File: src/tpds_pkg.sv
// Package for the timer prescaler and divisor search.
// Holds the item types and the fixed clock and timing constants.
// Used by tpds_cell and timer_prescaler_divisor_search.
package tpds_pkg;

   localparam logic [23:0] BASE_CLK_HZ = 24'd13560000;
   localparam logic [19:0] US_PER_S    = 20'd1000000;
   localparam logic [12:0] RECIP_US    = 13'd4294;
   localparam logic [27:0] PROD_LIMIT  = 28'd255000000;
   localparam int          DIV_STEPS   = 4;

   typedef struct packed {
      logic        found;
      logic [4:0]  exp;
      logic [7:0]  div;
      logic [19:0] excess;
   } best_type;

   typedef struct packed {
      logic [31:0] t;
      best_type    best;
   } item_type;

   typedef struct packed {
      item_type   item;
      logic       ok;
      logic [7:0] div;
   } cell_sb_type;

endpackage

File: src/tpds_divider.sv
// Pipelined restoring divider with a side channel that travels with each quotient.
// Retires up to SPS quotient bits per stage; no package dependencies.
module tpds_divider #(
   parameter int NUM_W = 24,
   parameter int DEN_W = 8,
   parameter int SPS   = 4,
   parameter int SB_W  = 1
) (
   input  logic             clock,
   input  logic             reset,
   input  logic             en,
   input  logic             in_valid,
   input  logic [NUM_W-1:0] in_num,
   input  logic [DEN_W-1:0] in_den,
   input  logic [SB_W-1:0]  in_sb,
   output logic             out_valid,
   output logic [NUM_W-1:0] out_quo,
   output logic [SB_W-1:0]  out_sb
);
   localparam int NSTG = (NUM_W + SPS - 1) / SPS;

   logic             valid_ff [NSTG];
   logic [DEN_W-1:0] rem_ff   [NSTG];
   logic [NUM_W-1:0] nq_ff    [NSTG];
   logic [DEN_W-1:0] den_ff   [NSTG];
   logic [SB_W-1:0]  sb_ff    [NSTG];
   logic [DEN_W-1:0] rem_in   [NSTG];
   logic [NUM_W-1:0] nq_in    [NSTG];

   for (genvar s = 0; s < NSTG; s++) begin : g_stage
      logic             valid_src;
      logic [DEN_W-1:0] rem_src;
      logic [NUM_W-1:0] nq_src;
      logic [DEN_W-1:0] den_src;
      logic [SB_W-1:0]  sb_src;

      if (s == 0) begin : g_first
         assign valid_src = in_valid;
         assign rem_src   = '0;
         assign nq_src    = in_num;
         assign den_src   = in_den;
         assign sb_src    = in_sb;
      end else begin : g_next
         assign valid_src = valid_ff[s-1];
         assign rem_src   = rem_ff[s-1];
         assign nq_src    = nq_ff[s-1];
         assign den_src   = den_ff[s-1];
         assign sb_src    = sb_ff[s-1];
      end

      always_comb begin : p_steps
         logic [DEN_W:0]   tmp;
         logic [DEN_W-1:0] r;
         logic [NUM_W-1:0] q;
         r   = rem_src;
         q   = nq_src;
         tmp = '0;
         for (int k = 0; k < SPS; k++) begin
            if (s * SPS + k < NUM_W) begin
               tmp = {r, q[NUM_W-1]};
               q   = {q[NUM_W-2:0], 1'b0};
               if (tmp >= {1'b0, den_src}) begin
                  tmp  = tmp - {1'b0, den_src};
                  q[0] = 1'b1;
               end
               r = tmp[DEN_W-1:0];
            end
         end
         rem_in[s] = r;
         nq_in[s]  = q;
      end

      always_ff @(posedge clock) begin
         if (reset) begin
            valid_ff[s] <= 1'b0;
         end else if (en) begin
            valid_ff[s] <= valid_src;
         end
      end

      always_ff @(posedge clock) begin
         if (en) begin
            rem_ff[s] <= rem_in[s];
            nq_ff[s]  <= nq_in[s];
            den_ff[s] <= den_src;
            sb_ff[s]  <= sb_src;
         end
      end
   end

   assign out_valid = valid_ff[NSTG-1];
   assign out_quo   = nq_ff[NSTG-1];
   assign out_sb    = sb_ff[NSTG-1];

endmodule

File: src/tpds_cell.sv
// One prescaler cell of the search chain: evaluates one exponent and updates the best pick.
// Depends on tpds_pkg and tpds_divider.
module tpds_cell #(
   parameter int IDX = 0
) (
   input  logic               clock,
   input  logic               reset,
   input  logic               en,
   input  logic               in_valid,
   input  tpds_pkg::item_type in_item,
   output logic               out_valid,
   output tpds_pkg::item_type out_item
);
   import tpds_pkg::*;

   localparam logic [23:0] CLK_HZ = BASE_CLK_HZ >> IDX;
   localparam int          SB_W   = $bits(cell_sb_type);

   logic        v1_ff, v2_ff, v3_ff, v4_ff;
   item_type    item1_ff, item2_ff;
   logic        small1_ff, small2_ff;
   logic [27:0] p1_ff, p2_ff;
   logic [7:0]  qe2_ff;
   cell_sb_type sb3_ff, sb3_in;
   item_type    item4_ff, item4_in;

   logic [55:0] prod;
   logic [40:0] est;
   logic [27:0] qm, rmd;
   logic [7:0]  q;
   logic [8:0]  div9;

   logic        d1_valid, d2_valid;
   logic [23:0] m_quo;
   logic [SB_W-1:0] d1_sb, d2_sb;
   logic [19:0] period;
   cell_sb_type sb_d2;
   logic [19:0] excess;

   assign prod = {32'd0, CLK_HZ} * {24'd0, in_item.t};
   assign est  = {13'd0, p1_ff} * {28'd0, RECIP_US};
   assign qm   = {20'd0, qe2_ff} * {8'd0, US_PER_S};
   assign rmd  = p2_ff - qm;
   assign q    = (rmd >= {8'd0, US_PER_S}) ? qe2_ff + 8'd1 : qe2_ff;
   assign div9 = {1'b0, q} + 9'd1;

   always_comb begin
      sb3_in.item = item2_ff;
      sb3_in.div  = div9[7:0];
      sb3_in.ok   = small2_ff && ({15'd0, div9} <= CLK_HZ);
   end

   always_ff @(posedge clock) begin
      if (reset) begin
         v1_ff <= 1'b0;
         v2_ff <= 1'b0;
         v3_ff <= 1'b0;
         v4_ff <= 1'b0;
      end else if (en) begin
         v1_ff <= in_valid;
         v2_ff <= v1_ff;
         v3_ff <= v2_ff;
         v4_ff <= d2_valid;
      end
   end

   always_ff @(posedge clock) begin
      if (en) begin
         item1_ff  <= in_item;
         small1_ff <= (prod < {28'd0, PROD_LIMIT});
         p1_ff     <= prod[27:0];
         item2_ff  <= item1_ff;
         small2_ff <= small1_ff;
         p2_ff     <= p1_ff;
         qe2_ff    <= est[39:32];
         sb3_ff    <= sb3_in;
         item4_ff  <= item4_in;
      end
   end

   tpds_divider #(
      .NUM_W (24),
      .DEN_W (8),
      .SPS   (DIV_STEPS),
      .SB_W  (SB_W)
   ) u_clk_div (
      .clock     (clock),
      .reset     (reset),
      .en        (en),
      .in_valid  (v3_ff),
      .in_num    (CLK_HZ),
      .in_den    (sb3_ff.div),
      .in_sb     (SB_W'(sb3_ff)),
      .out_valid (d1_valid),
      .out_quo   (m_quo),
      .out_sb    (d1_sb)
   );

   tpds_divider #(
      .NUM_W (20),
      .DEN_W (24),
      .SPS   (DIV_STEPS),
      .SB_W  (SB_W)
   ) u_period_div (
      .clock     (clock),
      .reset     (reset),
      .en        (en),
      .in_valid  (d1_valid),
      .in_num    (US_PER_S),
      .in_den    (m_quo),
      .in_sb     (d1_sb),
      .out_valid (d2_valid),
      .out_quo   (period),
      .out_sb    (d2_sb)
   );

   assign sb_d2  = cell_sb_type'(d2_sb);
   assign excess = period - sb_d2.item.t[19:0];

   always_comb begin
      item4_in = sb_d2.item;
      if (sb_d2.ok && ({12'd0, period} >= sb_d2.item.t)) begin
         if (!sb_d2.item.best.found || (excess < sb_d2.item.best.excess)) begin
            item4_in.best.found  = 1'b1;
            item4_in.best.exp    = 5'(IDX);
            item4_in.best.div    = sb_d2.div;
            item4_in.best.excess = excess;
         end
      end
   end

   assign out_valid = v4_ff;
   assign out_item  = item4_ff;

endmodule

File: config.mk
export PLATFORM = sky130hd
export DESIGN_NAME = tpds_cell
export DESIGN_NICKNAME = d
export VERILOG_FILES = /design/src/tpds_pkg.sv /design/src/tpds_divider.sv /design/src/tpds_cell.sv
export SDC_FILE = /design/constraint.sdc
export NUM_CORES = 2
export LEC_CHECK = 0
export BUFFER_PORTS_ARGS = -buffer_cell sky130_fd_sc_hd__clkbuf_2
export CAP_MARGIN = 10
export CELL_PAD_IN_SITES_DETAIL_PLACEMENT = 0
export CELL_PAD_IN_SITES_GLOBAL_PLACEMENT = 1
export CORE_MARGIN = 10
export CORE_UTILIZATION = 48
export CTS_CLUSTER_SIZE = 10
export DETAILED_ROUTE_END_ITERATION = 10
export GPL_TIMING_DRIVEN = 0
export PLACE_DENSITY_LB_ADDON = 0.1
export SLEW_MARGIN = 25
export SYNTH_ARGS = -nofsm -noshare
export SYNTH_HDL_FRONTEND = slang
export SYNTH_SLANG_ARGS = --single-unit
File: constraint.sdc
create_clock -name clock -period 10.8 [get_ports clock]
set_input_delay 1.62 -clock clock [delete_from_list [all_inputs] [get_ports clock]]
set_output_delay 1.62 -clock clock [all_outputs]
set_load 0.005 [all_outputs]
* Word-level counts from Yosys, hierarchy flattened
Memories as Yosys holds them, arrays and structs flattened. A register that Yosys moved wholly into a read port is not among the register bits.
Cells that the tools add are included.
Widths: inputs -> output; s select.
** Storage, ports and cells
- Bits in writable memories :: 1416
- Memories :: 10
- ROM bits :: 0
- Output and inout bits :: 67
- Bits in latches :: 0
- Register bits :: 330
** Cells by class
- Bitwise logic cells :: 11
- Divide/modulo/power cells :: 0
- Reductions and logical operators :: 3
- Mux-type cells :: 108
- Equality and inequality tests :: 0
- Order comparisons :: 48
- $add $sub $neg :: 48
- Shift-type cells :: 0
- Multipliers :: 3
** Memories
- u_clk_div.sb_ff :: words 6, width 75, read ports 6, clocked after Yosys merged registers in 0, wr ports 6, line tpds_divider.sv:26 : logic [SB_W-1:0] sb_ff [NSTG];
- u_period_div.sb_ff :: words 5, width 75, read ports 5, clocked after Yosys merged registers in 0, wr ports 5, line tpds_divider.sv:26
- u_clk_div.nq_ff :: words 6, width 24, read ports 6, clocked after Yosys merged registers in 0, wr ports 6, line tpds_divider.sv:24 : logic [NUM_W-1:0] nq_ff [NSTG];
- u_period_div.den_ff :: words 5, width 24, read ports 4, clocked after Yosys merged registers in 0, wr ports 5, line tpds_divider.sv:25 : logic [DEN_W-1:0] den_ff [NSTG];
- u_period_div.rem_ff :: words 5, width 24, read ports 4, clocked after Yosys merged registers in 0, wr ports 5, line tpds_divider.sv:23 : logic [DEN_W-1:0] rem_ff [NSTG];
- u_period_div.nq_ff :: words 5, width 20, read ports 5, clocked after Yosys merged registers in 0, wr ports 5, line tpds_divider.sv:24
- 4 more memories
** Operator list (number)
- $mux 24 :: 20
- $ge 25x24->1 :: 19
- $sub 24x24->24 :: 19
- $ge 9x8->1 :: 23
- $mux 8 :: 25
- $sub 8x8->8 :: 23
- $mux 34 :: 2
- $mux 1 :: 61
- $lt 56x28->1 const B :: 1
- $mul 18x32->50 const A :: 1
- $mul 22x12->33 const B :: 1
- $ge 20x32->1 :: 1
- $ge 28x20->1 const B :: 1
- $sub 28x28->28 :: 1
- $ge 1x24->1 const A :: 1
- $sub 1x24->24 const A :: 1
- $mul 8x14->22 const B :: 1
- $lt 20x20->1 :: 1
- $sub 20x20->20 :: 1
- $add 8x1->8 const B :: 2
- $or 1x1->1 :: 11
- $ge 1x8->1 const A :: 1
- $sub 1x8->8 const A :: 1
- $logic_and 1x1->1 :: 1
- 2 further kinds :: 2

* Longest topological paths before layout
An unclocked memory read counts as a cell.
- Depth in word-level cells :: 9
- Mapped depth :: 56

* Modules after synthesis
From an unflattened synthesis, not the netlist that was laid out.
** Second synthesis, totals
- Cell total of the unflattened synthesis :: 8864
- Area total of the unflattened synthesis :: 106081.7 um^2
** Modules (own cells, without submodules)
- tpds_divider at u_period_div :: area an instance 46290.6 um^2, times used 1, cells each 4343, seq. area each 20179.4 um^2
- tpds_divider at u_clk_div :: area an instance 30311.6 um^2, times used 1, cells each 1989, seq. area each 20419.6 um^2
- tpds_cell :: area an instance 29479.5 um^2, times used 1, cells each 2532, seq. area each 9839.4 um^2

* Worst setup path before layout
No wires, ideal clock.
- Path kind :: register -> register
- Start :: mem u_period_div.den_ff[2][1], in the netlist u_period_div.den_ff[0][49]
- End :: mem u_period_div.rem_ff[3][7], in the netlist u_period_div.rem_ff[0][79], data pin
- Path buffers :: 6
- Data required time :: 10.538 ns
- Period minus slack after synthesis :: 11.341 ns
- Setup time :: 0.262 ns
- Path slack :: -0.541 ns
- Data arrival time :: 11.079 ns
- Cell stages (with the launch flop) :: 49
- Cells stage by stage :: edfxtp_1 inv_1 ha_1 nor2b_1 o211ai_1 a21oi_1 or2_1 a311o_1 nand2_1 clkbuf_1 buf_1 mux2i_1 fa_1 nor2b_1 o31a_1 o311ai_1 a31oi_1 a211oi_2 [13 not listed] a211oi_2 clkbuf_1 mux2_2 ha_1 and2_1 or2_2 nor3_1 a21oi_1 a31oi_1 o31ai_1 a21o_1 a21oi_1 or3b_1 buf_2 nand2_1 inv_2 buf_6 mux2_1
** RTL lines (line)
- start: declaration :: tpds_divider.sv:25
- end: declaration :: tpds_divider.sv:23

==> results.json <==
{
  "globalplace.congestion": 0.895,
  "clkSinkCount": 1541,
  "fmax_mhz": 91.5,
  "vias_per_cell": 5.54,
  "syn_to_final_growth_pct": 16.1,
  "async_flop_share": 0,
  "violations": "negative setup slack",
  "drt_iter0_drc": 4088,
  "clk_latency_ns": 0.81,
  "io_buffers": 136,
  "io_pins": 137,
  "synth_edf_count": 1537,
  "dieArea_sq_um": 225000,
  "antenna_found_initial": 5,
  "synthCells": 8376,
  "relSlewSlack": 0.284,
  "overflow": 0,
  "netlist_area_sq_um": 98900,
  "seq_area_frac_synth": 0.468,
  "cts_root_buffer": "clkbuf_16",
  "hold_viol": 0,
  "cts_tree": "built",
  "grt_pass1_wl_um": 365000,
  "syn_nets": 9820,
  "pre_cts_ws_ns": -3.76,
  "period_needed_ns": 10.93,
  "final_cells": 11777,
  "gr-usage-all-layers": 0.203,
  "grt_max_degree": 100,
  "numCtsBuffers": 180,
  "critPathArrivalTime_ns": 11.48,
  "ys_seq_elements": 1541,
  "crit_type": "register to register",
  "crit_fanout": 7,
  "synth.distinct_cells": 106,
  "drv_cap": 0,
  "slowest_delay_ns": 0.46,
  "grt_pass1_vias": 64865,
  "ys_top_cells_by_area": "edfxtp_1, ha_1, fa_1, inv_1, xnor2_1",
  "fin_nets": 10477,
  "hp-class": "register to register",
  "rsz0062_at_grt": "true",
  "final_util": 0.561,
  "die_w_um": 474,
  "cp_data_required_time_ns": 11.35,
  "yosys_most_used_dff": "edfxtp_1",
  "drt_wl_total_um": 234000,
  "cp-end-kind": "register",
  "dr.pass1.iters": 7,
  "cp_common_cell": "a21o_1",
  "hold-worst-slack_ns": 0.371,
  "status": "complete, but fails checks",
  "drive_gt1_frac": 0.166,
  "clk_pin_slew_ns": 0.06,
  "synth_top_area_cell": "edfxtp_1",
  "finalMaxSlewViolations": 0,
  "drc": 0,
  "cts_max_level": 4,
  "tightest_slew_ns": 1.07,
  "vias": 65229,
  "startpoint_type": "register",
  "avgSynthCellArea_sq_um": 11.8,
  "skew_ns": 0.0748,
  "core_sq_um": 205000,
  "routedWlPerCell_um": 19.9,
  "setup_viol": 15,
  "start_util": 0.483,
  "setup_slack_ns": -0.129,
  "ctsHoldBuffers": 0,
  "hpwl_um": 181000,
  "finalCritPeriodShare": 1.01,
  "placementRows": 166,
  "cp_slowest_cell": "edfxtp_1",
  "dp.cells": 11220,
  "ant_nets": 0,
  "synth_top_area_frac": 0.467,
  "cts.path.max_buffers": 3,
  "dieHeight_um": 474,
  "ys_warn_count": 0
}
## registers in the layout (all words and copies together), names as in the netlist, 40 cells and up
register	cells
item1_ff	66
item2_ff	66
out_item	66
sb3_ff	75
u_clk_div.nq_ff	84
u_clk_div.rem_ff	40
u_clk_div.sb_ff	429
u_period_div.den_ff	96
u_period_div.nq_ff	60
u_period_div.rem_ff	96
u_period_div.sb_ff	375
## timing repair
item                                    CTS  global route
pin swaps                               124           153
setup buffers                           189           136
resized for setup                       525           319
gates cloned                              2             1
endpoints found under the setup margin  102           137
## metrics by stage
step / area, sq um / setup TNS, ns
2_1_floorplan: 98900 / 0
3_3_place_gp: 103000 / -
3_5_place_dp: 104000 / -332.01
4_1_cts: 112000 / -3.16
5_1_grt: 115000 / -16.48
6_report: 115000 / -0.957
## cells by family after synthesis
logic type / synth area share
simple gates: 0.0817
buf+inv: 0.0413
mux: 0.0328
compound gates: 0.128
fa+ha+maj: 0.200
flops: 0.468
xor+xnor: 0.0484
## worst max-delay path: cells and delay by family (launching register included)
family | cells | cell delay (ns)
AO/OA/AOI/OAI | 30 | 6.37
buffers and inverters | 10 | 1.39
multiplexers | 1 | 0.30
AND/OR/NAND/NOR | 6 | 1.04
flip-flops | 1 | 0.46
adder cells (fa/ha/maj) | 4 | 1.05
## Yosys cell counts, types with 94 or more instances
library cell,n
a21oi_1,564
fa_1,344
nand3_1,111
mux2_2,214
inv_1,936
edfxtp_1,1537
o21a_1,102
nor3_1,115
ha_1,1030
o21ai_0,334
xor2_1,181
xnor2_1,366
clkbuf_1,94
a21o_1,309
nor2_1,384
nor2b_1,128
nand2_1,373
## placed cells by master (no fill, tap or decap), types with 58 or more instances in the layout
cell type and count:
clkbuf_16 190, xnor2_1 365, nand4_1 86, a21oi_1 489, edfxtp_1 1537, nand2_1 367, and3_1 70, o21ai_0 279
nand2b_1 80, a21oi_2 62, mux2_2 210, clkbuf_2 142, buf_4 313, ha_4 58, ha_1 946, nand3_1 106
nor2b_1 123, a21o_1 308, o21bai_1 80, o21a_1 100, xor2_1 181, fa_1 338, inv_1 872, nor2_1 372
nor3_1 109, clkbuf_1 63
## path summary, 6_finish.rpt
path,start,end,slack (ns),depth (start not counted)
min,item2_ff[31],sb3_ff[40],0.37,0
max,u_period_div.den_ff[0][1],u_period_div.rem_ff[0][41],-0.13,51
min reg2reg,item2_ff[31],sb3_ff[40],0.37,0
max reg2reg,u_period_div.den_ff[0][1],u_period_div.rem_ff[0][41],-0.13,51
## per-layer routing
layer / GRT usage / up-vias / wire length [um]
met3: 0.0252 / 358 / 8610
met4: 0.0629 / 2 / 7260
met1: 0.284 / 31626 / 109000
li1: - / 31971 / -
met5: 0 / - / 13
met2: 0.331 / 1272 / 109000
## layout make-up
type	count	area, sq um
Fill cell	17126	90000
Multi-Input combinational cell	5759	51300
Sequential cell	1541	46200
Clock buffer	200	4600
Timing Repair Buffer	483	3790
Inverter	947	3670
Tap cell	2688	3360
Buffer	121	1110
Clock inverter	36	699
Antenna cell	2	5.00
Power is left out: the tool's default activity adds up to more than one toggle a clock period on the data nets, which glitch-free logic cannot reach.
